**config.mk**
```make
export PLATFORM = sky130hd
export DESIGN_NAME = waiter_timer_queue_unit
export DESIGN_NICKNAME = d
export VERILOG_FILES = /design/src/rtl/wtq_pkg.sv /design/src/rtl/wtq_ctrl.sv /design/src/rtl/wtq_datapath.sv /design/src/rtl/waiter_timer_queue_unit.sv
export SDC_FILE = /design/constraint.sdc
export NUM_CORES = 2
export LEC_CHECK = 0
export ABC_AREA = 0
export BUFFER_PORTS_ARGS = -buffer_cell sky130_fd_sc_hd__buf_2
export CAP_MARGIN = 15
export CORE_ASPECT_RATIO = 1.75
export CORE_UTILIZATION = 25
export CTS_BUF_LIST = sky130_fd_sc_hd__clkbuf_4
export DETAILED_ROUTE_END_ITERATION = 12
export PLACE_DENSITY = 0.46
export RECOVER_POWER = 25
export SLEW_MARGIN = 0
export SYNTH_ARGS = -nofsm -noshare
export SYNTH_HDL_FRONTEND = slang
export SYNTH_SLANG_ARGS = --single-unit
```
**constraint.sdc**
```tcl
create_clock -name clk_i -period 12.1 [get_ports clk_i]
set_input_delay 1.21 -clock clk_i [delete_from_list [all_inputs] [get_ports clk_i]]
set_output_delay 1.21 -clock clk_i [all_outputs]
set_load 0.02 [all_outputs]
```
**src/rtl/wtq_pkg.sv**
```systemverilog
// Types, codes and sizes shared by the waiter timer queue modules.
`timescale 1ns / 1ps
package wtq_pkg;

  localparam int TABLE_DEPTH = 16;
  localparam int IDX_W       = $clog2(TABLE_DEPTH);
  localparam int TIME_W      = 48;
  localparam int ID_W        = 32;
  localparam int CNT_W       = 32;
  localparam int IN_DATA_W   = TIME_W + 3 * CNT_W;

  typedef logic [IDX_W-1:0] idx_t;

  // input actions
  localparam logic [2:0] A_ARM_DL = 3'd0;
  localparam logic [2:0] A_ARM_NT = 3'd1;
  localparam logic [2:0] A_ARM_CW = 3'd2;
  localparam logic [2:0] A_CANCEL = 3'd3;
  localparam logic [2:0] A_TICK   = 3'd4;

  // result kinds
  localparam logic [2:0] K_ARMED     = 3'd0;
  localparam logic [2:0] K_FULL      = 3'd1;
  localparam logic [2:0] K_FIRED     = 3'd2;
  localparam logic [2:0] K_CANCELLED = 3'd3;
  localparam logic [2:0] K_NOTFOUND  = 3'd4;
  localparam logic [2:0] K_TICKDONE  = 3'd5;

  // table selects
  localparam logic [1:0] TBL_DL = 2'd0;
  localparam logic [1:0] TBL_NT = 2'd1;
  localparam logic [1:0] TBL_CW = 2'd2;

  typedef struct packed {
    logic       load;
    logic       arm;
    logic       tick_inc;
    logic       emit;
    logic [2:0] emit_kind;
    logic       emit_last;
    logic       idx_clr;
    logic       idx_inc;
    logic       sel_load;
    logic [1:0] sel_val;
    logic       scan_tick;
    logic       best_clr;
    logic       cancel_clr;
    logic       fire_clr;
  } cmd_t;

  typedef struct packed {
    logic [2:0] action;
    logic       full;
    logic       match;
    logic       idx_end;
    logic       best_vld;
    logic [1:0] tbl_sel;
    logic       out_vld;
  } sts_t;

endpackage

```
**src/rtl/wtq_ctrl.sv**
```systemverilog
// Sequencer for arm, cancel scan and tick fire passes.
`timescale 1ns / 1ps
module wtq_ctrl (
  input  logic          clk_i,
  input  logic          rst_ni,
  input  logic          in_valid_i,
  output logic          in_ready_o,
  input  wtq_pkg::sts_t sts_i,
  output wtq_pkg::cmd_t cmd_o
);

  localparam logic [2:0] S_IDLE   = 3'd0;
  localparam logic [2:0] S_DECODE = 3'd1;
  localparam logic [2:0] S_CSCAN  = 3'd2;
  localparam logic [2:0] S_TSCAN  = 3'd3;
  localparam logic [2:0] S_TDEC   = 3'd4;
  localparam logic [2:0] S_EMIT   = 3'd5;

  logic [2:0] state_q, state_d;
  logic       last_q, last_d;

  assign in_ready_o = (state_q == S_IDLE);

  always_ff @(posedge clk_i or negedge rst_ni) begin
    if (!rst_ni) begin
      state_q <= S_IDLE;
      last_q  <= 1'b0;
    end else begin
      state_q <= state_d;
      last_q  <= last_d;
    end
  end

  always_comb begin
    state_d = state_q;
    last_d  = last_q;
    cmd_o   = '0;
    case (state_q)
      S_IDLE: begin
        if (in_valid_i) begin
          cmd_o.load = 1'b1;
          state_d    = S_DECODE;
        end
      end
      S_DECODE: begin
        case (sts_i.action)
          wtq_pkg::A_ARM_DL, wtq_pkg::A_ARM_NT, wtq_pkg::A_ARM_CW: begin
            cmd_o.emit      = 1'b1;
            cmd_o.emit_last = 1'b1;
            last_d          = 1'b1;
            state_d         = S_EMIT;
            if (sts_i.full) begin
              cmd_o.emit_kind = wtq_pkg::K_FULL;
            end else begin
              cmd_o.arm       = 1'b1;
              cmd_o.emit_kind = wtq_pkg::K_ARMED;
            end
          end
          wtq_pkg::A_CANCEL: begin
            cmd_o.sel_load = 1'b1;
            cmd_o.sel_val  = wtq_pkg::TBL_DL;
            cmd_o.idx_clr  = 1'b1;
            state_d        = S_CSCAN;
          end
          wtq_pkg::A_TICK: begin
            cmd_o.tick_inc = 1'b1;
            cmd_o.sel_load = 1'b1;
            cmd_o.sel_val  = wtq_pkg::TBL_NT;
            cmd_o.idx_clr  = 1'b1;
            cmd_o.best_clr = 1'b1;
            state_d        = S_TSCAN;
          end
          default: state_d = S_IDLE;
        endcase
      end
      S_CSCAN: begin
        if (sts_i.match) begin
          cmd_o.cancel_clr = 1'b1;
          cmd_o.emit       = 1'b1;
          cmd_o.emit_kind  = wtq_pkg::K_CANCELLED;
          cmd_o.emit_last  = 1'b1;
          last_d           = 1'b1;
          state_d          = S_EMIT;
        end else if (sts_i.idx_end) begin
          if (sts_i.tbl_sel == wtq_pkg::TBL_CW) begin
            cmd_o.emit      = 1'b1;
            cmd_o.emit_kind = wtq_pkg::K_NOTFOUND;
            cmd_o.emit_last = 1'b1;
            last_d          = 1'b1;
            state_d         = S_EMIT;
          end else begin
            cmd_o.sel_load = 1'b1;
            cmd_o.sel_val  = (sts_i.tbl_sel == wtq_pkg::TBL_DL) ? wtq_pkg::TBL_NT
                                                                : wtq_pkg::TBL_CW;
            cmd_o.idx_clr  = 1'b1;
          end
        end else begin
          cmd_o.idx_inc = 1'b1;
        end
      end
      S_TSCAN: begin
        cmd_o.scan_tick = 1'b1;
        if (sts_i.idx_end) begin
          state_d = S_TDEC;
        end else begin
          cmd_o.idx_inc = 1'b1;
        end
      end
      S_TDEC: begin
        cmd_o.idx_clr  = 1'b1;
        cmd_o.best_clr = 1'b1;
        if (sts_i.best_vld) begin
          // fire the earliest due waiter, then rescan the same table
          cmd_o.fire_clr  = 1'b1;
          cmd_o.emit      = 1'b1;
          cmd_o.emit_kind = wtq_pkg::K_FIRED;
          last_d          = 1'b0;
          state_d         = S_EMIT;
        end else if (sts_i.tbl_sel == wtq_pkg::TBL_CW) begin
          cmd_o.emit      = 1'b1;
          cmd_o.emit_kind = wtq_pkg::K_TICKDONE;
          cmd_o.emit_last = 1'b1;
          last_d          = 1'b1;
          state_d         = S_EMIT;
        end else begin
          // tick order: next tick, then deadline, then count
          cmd_o.sel_load = 1'b1;
          cmd_o.sel_val  = (sts_i.tbl_sel == wtq_pkg::TBL_NT) ? wtq_pkg::TBL_DL
                                                              : wtq_pkg::TBL_CW;
          state_d        = S_TSCAN;
        end
      end
      S_EMIT: begin
        if (!sts_i.out_vld) begin
          state_d = last_q ? S_IDLE : S_TSCAN;
        end
      end
      default: state_d = S_IDLE;
    endcase
  end

endmodule

```
**src/rtl/wtq_datapath.sv**
```systemverilog
// Waiter tables, counters, scan compare and result register.
`timescale 1ns / 1ps
module wtq_datapath (
  input  logic                              clk_i,
  input  logic                              rst_ni,
  input  wtq_pkg::cmd_t                     cmd_i,
  output wtq_pkg::sts_t                     sts_o,
  input  logic [2:0]                        in_action_i,
  input  logic [wtq_pkg::IN_DATA_W-1:0]     in_data_i,
  output logic                              out_valid_o,
  input  logic                              out_ready_i,
  output logic [2:0]                        out_kind_o,
  output logic [wtq_pkg::ID_W-1:0]          out_id_o,
  output logic                              out_last_o
);

  localparam int TW = wtq_pkg::TIME_W;
  localparam int CW = wtq_pkg::CNT_W;
  localparam int IW = wtq_pkg::ID_W;
  localparam int D  = wtq_pkg::TABLE_DEPTH;

  // latched item
  logic [2:0]    action_q;
  logic [TW-1:0] now_q;
  logic [CW-1:0] delay_q, count_q;
  logic [IW-1:0] target_q;

  // tables
  logic [TW-1:0] dl_key_q [D];
  logic [IW-1:0] dl_own_q [D];
  logic [IW-1:0] nt_own_q [D];
  logic [CW-1:0] cw_key_q [D];
  logic [IW-1:0] cw_own_q [D];
  logic [D-1:0]  dl_vld_q, nt_vld_q, cw_vld_q;

  logic [CW-1:0] ticks_q;
  logic [IW-1:0] idgen_q;

  // scan state
  wtq_pkg::idx_t idx_q;
  logic [1:0]    sel_q;
  logic          best_vld_q;
  logic [TW-1:0] best_key_q;
  logic [IW-1:0] best_own_q;
  wtq_pkg::idx_t best_slot_q;

  // result register
  logic          out_vld_q;
  logic [2:0]    out_kind_q;
  logic [IW-1:0] out_id_q;
  logic          out_last_q;

  // arm path
  logic [D-1:0]  arm_vld;
  wtq_pkg::idx_t free_slot;
  logic          full;
  logic [IW-1:0] new_id;
  logic [TW:0]   dl_sum;
  logic [TW-1:0] dl_new;
  logic [CW:0]   cw_sum;
  logic [CW-1:0] cw_new;

  // scan entry
  logic          ent_vld;
  logic [TW-1:0] ent_key, ent_lim;
  logic [IW-1:0] ent_own;
  logic          due, better;

  always_comb begin
    case (action_q)
      wtq_pkg::A_ARM_DL: arm_vld = dl_vld_q;
      wtq_pkg::A_ARM_NT: arm_vld = nt_vld_q;
      default:           arm_vld = cw_vld_q;
    endcase
  end

  always_comb begin
    free_slot = '0;
    for (int i = D - 1; i >= 0; i--) begin
      if (!arm_vld[i]) free_slot = wtq_pkg::idx_t'(i);
    end
  end

  assign full   = &arm_vld;
  assign new_id = idgen_q + IW'(1);
  assign dl_sum = {1'b0, now_q} + (TW + 1)'(delay_q);
  assign dl_new = dl_sum[TW] ? {TW{1'b1}} : dl_sum[TW-1:0];
  assign cw_sum = {1'b0, ticks_q} + (CW + 1)'(count_q);
  assign cw_new = cw_sum[CW] ? {CW{1'b1}} : cw_sum[CW-1:0];

  always_comb begin
    case (sel_q)
      wtq_pkg::TBL_DL: begin
        ent_vld = dl_vld_q[idx_q];
        ent_key = dl_key_q[idx_q];
        ent_own = dl_own_q[idx_q];
        ent_lim = now_q;
      end
      wtq_pkg::TBL_NT: begin
        ent_vld = nt_vld_q[idx_q];
        ent_key = '0;
        ent_own = nt_own_q[idx_q];
        ent_lim = '0;
      end
      wtq_pkg::TBL_CW: begin
        ent_vld = cw_vld_q[idx_q];
        ent_key = TW'(cw_key_q[idx_q]);
        ent_own = cw_own_q[idx_q];
        ent_lim = TW'(ticks_q);
      end
      default: begin
        ent_vld = 1'b0;
        ent_key = '0;
        ent_own = '0;
        ent_lim = '0;
      end
    endcase
  end

  assign due    = ent_vld && (ent_key <= ent_lim);
  // strict compare keeps the lowest slot on a full tie
  assign better = !best_vld_q || (ent_key < best_key_q) ||
                  ((ent_key == best_key_q) && (ent_own < best_own_q));

  assign sts_o.action   = action_q;
  assign sts_o.full     = full;
  assign sts_o.match    = ent_vld && (ent_own == target_q);
  assign sts_o.idx_end  = (idx_q == wtq_pkg::idx_t'(D - 1));
  assign sts_o.best_vld = best_vld_q;
  assign sts_o.tbl_sel  = sel_q;
  assign sts_o.out_vld  = out_vld_q;

  always_ff @(posedge clk_i) begin
    if (cmd_i.load) begin
      action_q <= in_action_i;
      now_q    <= in_data_i[TW-1:0];
      delay_q  <= in_data_i[TW+CW-1:TW];
      count_q  <= in_data_i[TW+2*CW-1:TW+CW];
      target_q <= in_data_i[TW+3*CW-1:TW+2*CW];
    end
    if (cmd_i.arm) begin
      case (action_q)
        wtq_pkg::A_ARM_DL: begin
          dl_key_q[free_slot] <= dl_new;
          dl_own_q[free_slot] <= new_id;
        end
        wtq_pkg::A_ARM_NT: nt_own_q[free_slot] <= new_id;
        default: begin
          cw_key_q[free_slot] <= cw_new;
          cw_own_q[free_slot] <= new_id;
        end
      endcase
    end
    if (cmd_i.scan_tick && due && better) begin
      best_key_q  <= ent_key;
      best_own_q  <= ent_own;
      best_slot_q <= idx_q;
    end
    if (cmd_i.emit) begin
      out_kind_q <= cmd_i.emit_kind;
      out_last_q <= cmd_i.emit_last;
      case (cmd_i.emit_kind)
        wtq_pkg::K_ARMED:                        out_id_q <= new_id;
        wtq_pkg::K_FIRED:                        out_id_q <= best_own_q;
        wtq_pkg::K_CANCELLED, wtq_pkg::K_NOTFOUND: out_id_q <= target_q;
        default:                                 out_id_q <= '0;
      endcase
    end
  end

  always_ff @(posedge clk_i or negedge rst_ni) begin
    if (!rst_ni) begin
      dl_vld_q   <= '0;
      nt_vld_q   <= '0;
      cw_vld_q   <= '0;
      ticks_q    <= '0;
      idgen_q    <= '0;
      idx_q      <= '0;
      sel_q      <= wtq_pkg::TBL_DL;
      best_vld_q <= 1'b0;
      out_vld_q  <= 1'b0;
    end else begin
      if (cmd_i.arm) begin
        idgen_q <= new_id;
        case (action_q)
          wtq_pkg::A_ARM_DL: dl_vld_q[free_slot] <= 1'b1;
          wtq_pkg::A_ARM_NT: nt_vld_q[free_slot] <= 1'b1;
          default:           cw_vld_q[free_slot] <= 1'b1;
        endcase
      end
      if (cmd_i.cancel_clr || cmd_i.fire_clr) begin
        case (sel_q)
          wtq_pkg::TBL_DL: dl_vld_q[cmd_i.fire_clr ? best_slot_q : idx_q] <= 1'b0;
          wtq_pkg::TBL_NT: nt_vld_q[cmd_i.fire_clr ? best_slot_q : idx_q] <= 1'b0;
          default:         cw_vld_q[cmd_i.fire_clr ? best_slot_q : idx_q] <= 1'b0;
        endcase
      end
      if (cmd_i.tick_inc) ticks_q <= ticks_q + CW'(1);
      if (cmd_i.idx_clr) begin
        idx_q <= '0;
      end else if (cmd_i.idx_inc) begin
        idx_q <= idx_q + wtq_pkg::idx_t'(1);
      end
      if (cmd_i.sel_load) sel_q <= cmd_i.sel_val;
      if (cmd_i.best_clr) begin
        best_vld_q <= 1'b0;
      end else if (cmd_i.scan_tick && due) begin
        best_vld_q <= 1'b1;
      end
      if (cmd_i.emit) begin
        out_vld_q <= 1'b1;
      end else if (out_ready_i) begin
        out_vld_q <= 1'b0;
      end
    end
  end

  assign out_valid_o = out_vld_q;
  assign out_kind_o  = out_kind_q;
  assign out_id_o    = out_id_q;
  assign out_last_o  = out_last_q;

endmodule

```
**src/rtl/waiter_timer_queue_unit.sv**
```systemverilog
// Arm: the item is latched in idle and its result is registered from the decode state. A cancel
// result follows a scan of up to three tables, one table entry scanned per cycle.
// Tick: each table pass scans every entry of one table and fires at most one waiter; tick done is
// the last result, after the passes over the next tick, deadline and count tables.
// One item in work at a time; the next is taken once the last result has been accepted.
// Reset (async, active low) clears all valid bits, the tick counter and the id counter.
`timescale 1ns / 1ps
module waiter_timer_queue_unit (
  input  logic                          clk_i,
  input  logic                          rst_ni,
  input  logic                          s_axis_tvalid_i,
  output logic                          s_axis_tready_o,
  // now_time[47:0], delay[79:48], tick_count[111:80], target_id[143:112]
  input  logic [wtq_pkg::IN_DATA_W-1:0] s_axis_tdata_i,
  // action[2:0]
  input  logic [2:0]                    s_axis_tuser_i,
  output logic                          m_axis_tvalid_o,
  input  logic                          m_axis_tready_i,
  // waiter_id[31:0]
  output logic [wtq_pkg::ID_W-1:0]      m_axis_tdata_o,
  // kind[2:0]
  output logic [2:0]                    m_axis_tuser_o,
  output logic                          m_axis_tlast_o
);

  wtq_pkg::cmd_t cmd;
  wtq_pkg::sts_t sts;

  wtq_ctrl u_ctrl (
    .clk_i      (clk_i),
    .rst_ni     (rst_ni),
    .in_valid_i (s_axis_tvalid_i),
    .in_ready_o (s_axis_tready_o),
    .sts_i      (sts),
    .cmd_o      (cmd)
  );

  wtq_datapath u_dp (
    .clk_i       (clk_i),
    .rst_ni      (rst_ni),
    .cmd_i       (cmd),
    .sts_o       (sts),
    .in_action_i (s_axis_tuser_i),
    .in_data_i   (s_axis_tdata_i),
    .out_valid_o (m_axis_tvalid_o),
    .out_ready_i (m_axis_tready_i),
    .out_kind_o  (m_axis_tuser_o),
    .out_id_o    (m_axis_tdata_o),
    .out_last_o  (m_axis_tlast_o)
  );

endmodule

```
* Word-level counts from Yosys, hierarchy flattened
Memory sizes are Yosys's and may differ from the RTL's.
Cells that the tools add are included.
** Operators by class
- Add/subtract/negate cells :: 5
- Multiply operators :: 0
- Divide/modulo/power cells :: 0
- $lt $le $gt $ge :: 8
- Equality and inequality tests :: 23
- Shift operators :: 0
- Multiplexer cells :: 113
- Bitwise logic cells :: 7
- Reduce and logical (&&, ||, !) cells :: 27
** Operators by type and width (count)
- 16-bit 2-to-1 mux :: 12
- 32-bit case mux with 3 select lines :: 2
- 48-bit case mux with 2 select lines :: 2
- 4-bit 2-to-1 mux :: 20
- 32-bit by 1-bit adder with 32-bit output, second input constant :: 2
- 48-bit by 32-bit adder with 49-bit output :: 1
- 16-bit AND :: 3
- 48-bit == test :: 1
- 48-bit less-or-equal comparator :: 1
- 48-bit < comparator :: 1
- 48-bit 2-to-1 mux :: 1
- 16-bit bitwise OR :: 3
- 1-bit 2-to-1 mux :: 38
- 3-bit 2-to-1 mux :: 12
- 32-bit by 32-bit adder with 33-bit output :: 1
- 32-bit == test :: 1
- 32-bit < comparator :: 1
- 32-bit 2-to-1 mux :: 1
- 16-bit case mux with 2 select lines :: 1
- 5-bit 2-to-1 mux :: 5
- 3-bit by 2-bit == test with 1-bit output, second input constant :: 6
- 3-bit case mux with 3 select lines :: 2
- 3-bit case mux with 6 select lines :: 1
- 6-bit case mux with 3 select lines :: 1
- other kinds (31) :: 64
** Word-level totals
- Register bits :: 391
- Latch bits :: 0
- RAM bits :: 2816
- ROM bits :: 0
- Output and inout port bits :: 38
- Logic and storage cells :: 210
- Memories :: 5
** Memories
- u_dp.dl_key_q :: depth 16, bits a word 48, rd ports 1, clocked after memory_dff 0, wr ports 1, line wtq_datapath.sv:29 : logic [TW-1:0] dl_key_q [D];
- u_dp.cw_key_q :: depth 16, bits a word 32, rd ports 1, clocked after memory_dff 0, wr ports 1, line wtq_datapath.sv:32 : logic [CW-1:0] cw_key_q [D];
- u_dp.cw_own_q :: depth 16, bits a word 32, rd ports 1, clocked after memory_dff 0, wr ports 1, line wtq_datapath.sv:33 : logic [IW-1:0] cw_own_q [D];
- u_dp.dl_own_q :: depth 16, bits a word 32, rd ports 1, clocked after memory_dff 0, wr ports 1, line wtq_datapath.sv:30 : logic [IW-1:0] dl_own_q [D];
- u_dp.nt_own_q :: depth 16, bits a word 32, rd ports 1, clocked after memory_dff 0, wr ports 1, line wtq_datapath.sv:31 : logic [IW-1:0] nt_own_q [D];

* Longest topological paths before layout
- Word-level depth :: 28
- Gate-level depth with buffers :: 26
- Depth with buffers taken out :: 20

* Hierarchy
Synthesis repeated with hierarchy kept, for this count alone.
** Second synthesis, totals
- Cells, all modules :: 7048
- Area total of the unflattened synthesis :: 132634.7 um^2
** By module, submodules not included
- wtq_datapath :: times used 1, cells an instance 6960, area an instance 131994.1 um^2, sequential area each 95581.7 um^2
- wtq_ctrl :: times used 1, cells an instance 88, area an instance 640.6 um^2, sequential area each 100.1 um^2

* Worst setup path after synthesis
OpenSTA, ideal clock, no wires.
- Path type :: reg-to-reg
- Start :: register u_dp.idx_q[0]
- End :: register u_dp.best_key_q[0] (enable)
- Setup time :: 554 ps
- Arrival :: 9652 ps
- Path slack :: 1894 ps
- Stages on the path, launching flop included :: 25
- Cells stage by stage :: dfrtp_1 buf_6 buf_6 buf_8 buf_4 buf_6 buf_6 buf_2 clkbuf_1 buf_1 mux4_2 mux4_2 a22o_1 ha_1 a21o_1 a21o_1 a21o_1 a21o_1 a21o_1 a21o_1 a21oi_1 nor2b_1 a311oi_1 o31a_1 a21oi_1
** On the way
- Longest elaborated chain between the ends :: 6
- Elaborated cells on any way between the ends :: 24
- Classes of those cells :: 3 x order compare; 1 x eq/ne; 9 x mux; 6 x reduce/logical; 5 x memory
** Ends and longest elaborated chain
- start: declaration :: line wtq_datapath.sv:40 : wtq_pkg::idx_t idx_q;
- start signal: assignment :: line wtq_datapath.sv:202 : idx_q <= idx_q + wtq_pkg::idx_t'(1);
- memory 16 x 32 bit / memory 16 x 48 bit (equally long branches)
- 48-bit case mux with 2 select lines * :: line wtq_datapath.sv:92 : case (sel_q)
- named net u_dp.ent_key[17] :: line wtq_datapath.sv:65 : logic [TW-1:0] ent_key, ent_lim;
- 48-bit less-or-equal comparator (tied with other cells) :: line wtq_datapath.sv:120 : assign due = ent_vld && (ent_key <= ent_lim);
- 1-bit logical AND (tied with other cells) :: line wtq_datapath.sv:120
- 1-bit logical AND / 1-bit logical OR (equally long branches) :: line wtq_datapath.sv:154, wtq_datapath.sv:122
- 1-bit logical AND * :: line wtq_datapath.sv:154 : if (cmd_i.scan_tick && due && better) begin
- end signal: assignment :: line wtq_datapath.sv:155 : best_key_q <= ent_key;
- end: declaration :: line wtq_datapath.sv:43 : logic [TW-1:0] best_key_q;
Mark *: on every way through the listed nets, which the timed path passes. The rest lies on a longest branch. The select of a mux whose other input is x is not followed.
A chain may end at the register's enable or synchronous reset.

* Worst setup path after layout
- Start :: register u_dp.idx_q[1]
- End :: register u_dp.best_key_q[43] (enable)
** On the way
- Longest elaborated chain between the ends :: 6
- Elaborated cells on any way between the ends :: 24
- Classes of those cells :: 3 x order compare; 1 x eq/ne; 9 x mux; 6 x reduce/logical; 5 x memory
** Ends and longest elaborated chain
- memory 16 x 32 bit (on tied branches)
- 32-bit case mux with 3 select lines * :: line wtq_datapath.sv:92
- named net u_dp.ent_own[9] :: line wtq_datapath.sv:66 : logic [IW-1:0] ent_own;
- 32-bit < comparator * :: line wtq_datapath.sv:123 : ((ent_key == best_key_q) && (ent_own < best_own_q));
- 1-bit logical AND * :: line wtq_datapath.sv:123
- 1-bit logical OR * :: line wtq_datapath.sv:122 : assign better = !best_vld_q || (ent_key < best_key_q) ||
- 1-bit logical AND * :: line wtq_datapath.sv:154
Marked as above.

==> impl_metrics.ini <==
[floorplanning]
floorplan.die.width_microns = 551
initial_core_util_pct = 25.1
die_area_sq_mm = 0.531
die_height_microns = 963
row_count = 352
floorplan.core_area_sq_mm = 0.525
pin_count = 189

[outcome]
failed_checks = capacitance limit, slew limit
status = finished, violations left

[finish]
final_common_cell = sky130_fd_sc_hd__edfxtp_1
post_route_design_area_sq_mm = 0.154
fin_nets = 8473
drive_above_1_share_pct = 26.0
area_delta_synth_final_pct = 16.4
most-common-layout-cells = sky130_fd_sc_hd__edfxtp_1, sky130_fd_sc_hd__clkbuf_4, sky130_fd_sc_hd__mux4_2
filler_cell_count = 52400

[setup_path]
cp-start-kind = register
path_max_fanout = 75
r2r.worst_path.cells = 22
data_required_time_at_the_worst_endpoint_ns = 13.12
timing.setup.critical_path_class = register to register
cp_data_arrival_time_ns = 10.79
r2r-start = u_dp.idx_q[1]$_DFFE_PN0P_
cp-end-kind = register
reg2reg_setup_slack_ns = 2.33
startpoint = u_dp.idx_q[1]$_DFFE_PN0P_

[global_route]
grt_antenna_before_repair = 39
grt_pass1_wl_mm = 618
grt_start_max_net_pins = 112
grt.total_usage_pct = 16.6
overflow = 0
number_of_global_route_vias_before_repair = 79200

[drt]
drc_errors = 0
drt_iter0_markers = 6432
drt-pass1-iter-count = 5
ant_nets = 0
avgRoutedWirePerCell_microns = 28.7
via_count = 74800
vias_per_cell = 4.79
wl_mm = 449

[sta]
worst_pin_slew_ns = 4.30
timing.setup.tns_ns = 0
finClkSkew_ns = 0.147
final_min_period_over_clock_period_pct = 80.8
clock.fmax_mhz = 102
slew_headroom_pct = -187
fin_crit_ns = 9.77
final_count_of_hold_timing_violations = 0
timing.final.setup_violations = 0
timing.final.max_slew_violations = 1627
setup_repair_after_global_routing_missed_its_margin = no

[synth]
avgSynthCellArea_sq_um = 18.5
synth.ff_latch_count = 3207
synth_warnings = 0
synth_seq_area_share_pct = 72.5
synthesis.area_sq_mm = 0.132
synth-edff-count = 3083
netlist_instances = 7116
mappedNetlistNets = 7468
ys.flop_type = sky130_fd_sc_hd__edfxtp_1
async_reset_ff_share_pct = 3.87
yosys_cell_types = 87

[place]
gp_routability_congestion = 0.919
post_dp_cell_area_sq_mm = 0.143
placement.io_buffers = 188
detailed_place_hpwl_mm = 278

[clocking]
clkLatencyLatePin_ns = 1.53
cts-buffers-inserted = 765
clk_pin_slew_ns = 0.07
cts_tree = yes
cell_at_the_root_of_the_clock_tree = sky130_fd_sc_hd__clkbuf_4
sinks_on_the_clock_net = 3207
cts_resized = 0
htree_num_levels = 6
clock_path_buffers = 4

[power_and_ir_drop]
power_per_cell_area_mw_per_mm2 = 197
total_leakage_power_nw = 49.3
worst_ir_drop_vdd_uv = 141

[worst_hold_path]
hold_path.startpoint = s_axis_tvalid_i
path_class_of_the_lowest_slack_min_delay_path = input port to register
holdPathStages = 5

[flow_run]
cap_violations = 35
==> routing by layer <==
| metal | part of all wire, % | routed length [microns] | global-route usage (%) |
|---|---|---|---|
| met5 | 0.031 | 137 | 0 |
| met4 | 4.6 | 20700 | 7.58 |
| met3 | 5.0 | 22400 | 2.46 |
| met2 | 53 | 237000 | 30.4 |
| met1 | 38 | 169000 | 18.8 |
==> cell type report <==
cell class                      count  area [sq um]  share of cell area, %
Timing Repair Buffer              579          4370                   2.85
Tap cell                         6903          8640                   5.63
Antenna cell                       22          55.1                 0.0359
Multi-Input combinational cell   3430         34800                   22.7
Inverter                          138           518                  0.337
Clock inverter                    274          1400                  0.910
Clock buffer                     1077          8090                   5.27
Sequential cell                  3207         95700                   62.3
==> report_power, final <==
part / switching [mW] / internal (mW)
sequential: 0.298 / 13.1
clock: 4.47 / 4.32
combinational: 5.18 / 2.88
total: 9.94 / 20.3
==> state kept, by name, summed over array words and instances (netlist names), 32 cells and up <==
| signal | cells |
|---|---|
| u_dp.dl_key_q | 768 |
| u_dp.cw_key_q | 512 |
| u_dp.cw_own_q | 512 |
| u_dp.dl_own_q | 512 |
| u_dp.nt_own_q | 512 |
| u_dp.best_key_q | 48 |
| u_dp.now_q | 48 |
| u_dp.best_own_q | 32 |
| u_dp.count_q | 32 |
| u_dp.delay_q | 32 |
| u_dp.idgen_q | 32 |
| u_dp.out_id_o | 32 |
| u_dp.target_q | 32 |
| u_dp.ticks_q | 32 |
==> final timing paths <==
path / endpoint
max: u_dp.best_key_q[43]$_DFFE_PP_
min: u_ctrl.state_q[1]$_DFFE_PN0P_
max reg2reg: u_dp.best_key_q[43]$_DFFE_PP_
min reg2reg: u_dp.idgen_q[28]$_DFFE_PN0P_
max in group asynchronous: u_dp.dl_vld_q[10]$_DFF_PN0_
min in group asynchronous: u_dp.ticks_q[9]$_DFFE_PN0P_
==> cell usage after synthesis (124+ instances only) <==
master | number | area share [%]
sky130_fd_sc_hd__edfxtp_1 | 3083 | 70
sky130_fd_sc_hd__mux4_2 | 596 | 10
sky130_fd_sc_hd__mux2i_1 | 437 | 3.3
sky130_fd_sc_hd__nand2_1 | 253 | 0.72
sky130_fd_sc_hd__a22oi_1 | 220 | 1.3
sky130_fd_sc_hd__nor2_1 | 220 | 0.63
sky130_fd_sc_hd__ha_1 | 199 | 1.9
sky130_fd_sc_hd__a21oi_1 | 182 | 0.69
sky130_fd_sc_hd__clkbuf_1 | 162 | 0.46
sky130_fd_sc_hd__nand3_1 | 157 | 0.60
sky130_fd_sc_hd__inv_1 | 135 | 0.38
sky130_fd_sc_hd__dfrtp_1 | 124 | 2.4
==> worst max-delay path: stages, from the launching register on <==
cell and delay, ns:
sky130_fd_sc_hd__dfrtp_1 2.18, sky130_fd_sc_hd__clkbuf_1 1.86, sky130_fd_sc_hd__buf_12 0.47, sky130_fd_sc_hd__mux4_2 0.39
sky130_fd_sc_hd__a22o_1 0.24, sky130_fd_sc_hd__a22oi_1 0.25, sky130_fd_sc_hd__o211ai_1 0.30, sky130_fd_sc_hd__nor3_1 0.38
sky130_fd_sc_hd__nor2_1 0.13, sky130_fd_sc_hd__ha_1 0.36, sky130_fd_sc_hd__a21o_1 0.17, sky130_fd_sc_hd__a21o_1 0.18
sky130_fd_sc_hd__a21o_1 0.17, sky130_fd_sc_hd__a21oi_1 0.19, sky130_fd_sc_hd__nor2b_1 0.07, sky130_fd_sc_hd__o21ai_0 0.20
sky130_fd_sc_hd__nand2b_1 0.08, sky130_fd_sc_hd__a21oi_1 0.20, sky130_fd_sc_hd__o32a_1 0.19, sky130_fd_sc_hd__o311ai_1 0.09
sky130_fd_sc_hd__buf_2 0.22, sky130_fd_sc_hd__a21oi_4 0.14, sky130_fd_sc_hd__buf_4 0.70
==> cells by family after synthesis <==
kind of cell             Yosys count  synth area share [%]
multiplexers                    1094                  14.1
AO/OA/AOI/OAI                    926                  4.80
AND/OR/NAND/NOR                 1057                  3.97
buffers and inverters            479                  1.69
adder cells (fa/ha/maj)          201                  1.92
XOR/XNOR                         152                  1.01
flip-flops                      3207                  72.5
==> timing repair <==
action,4_1_cts,5_1_grt
endpoints found under the hold margin,172,0
hold buffers,149,0
setup buffers,0,0
==> per-stage QoR <==
| stage | total power, mW | util (%) | setup WS [ns] | hold slack, ns | cells |
|---|---|---|---|---|---|
| CTS | 30.6 | 29.3 | 3.97 | 0.139 | 15600 |
| detailed placement | 21.7 | 27.2 | 4.10 | 0.510 | 14100 |
| floorplan | 18.5 | - | 1.89 | 0.420 | 7116 |
| finish | 30.2 | 29.2 | 2.33 | 0.297 | 15600 |
| global route | 31.5 | 29.2 | 2.15 | 0.277 | 15600 |
| global placement | 21.6 | 27.2 | 3.69 | 0.498 | 14100 |
(Power assumes the default switching activity.)
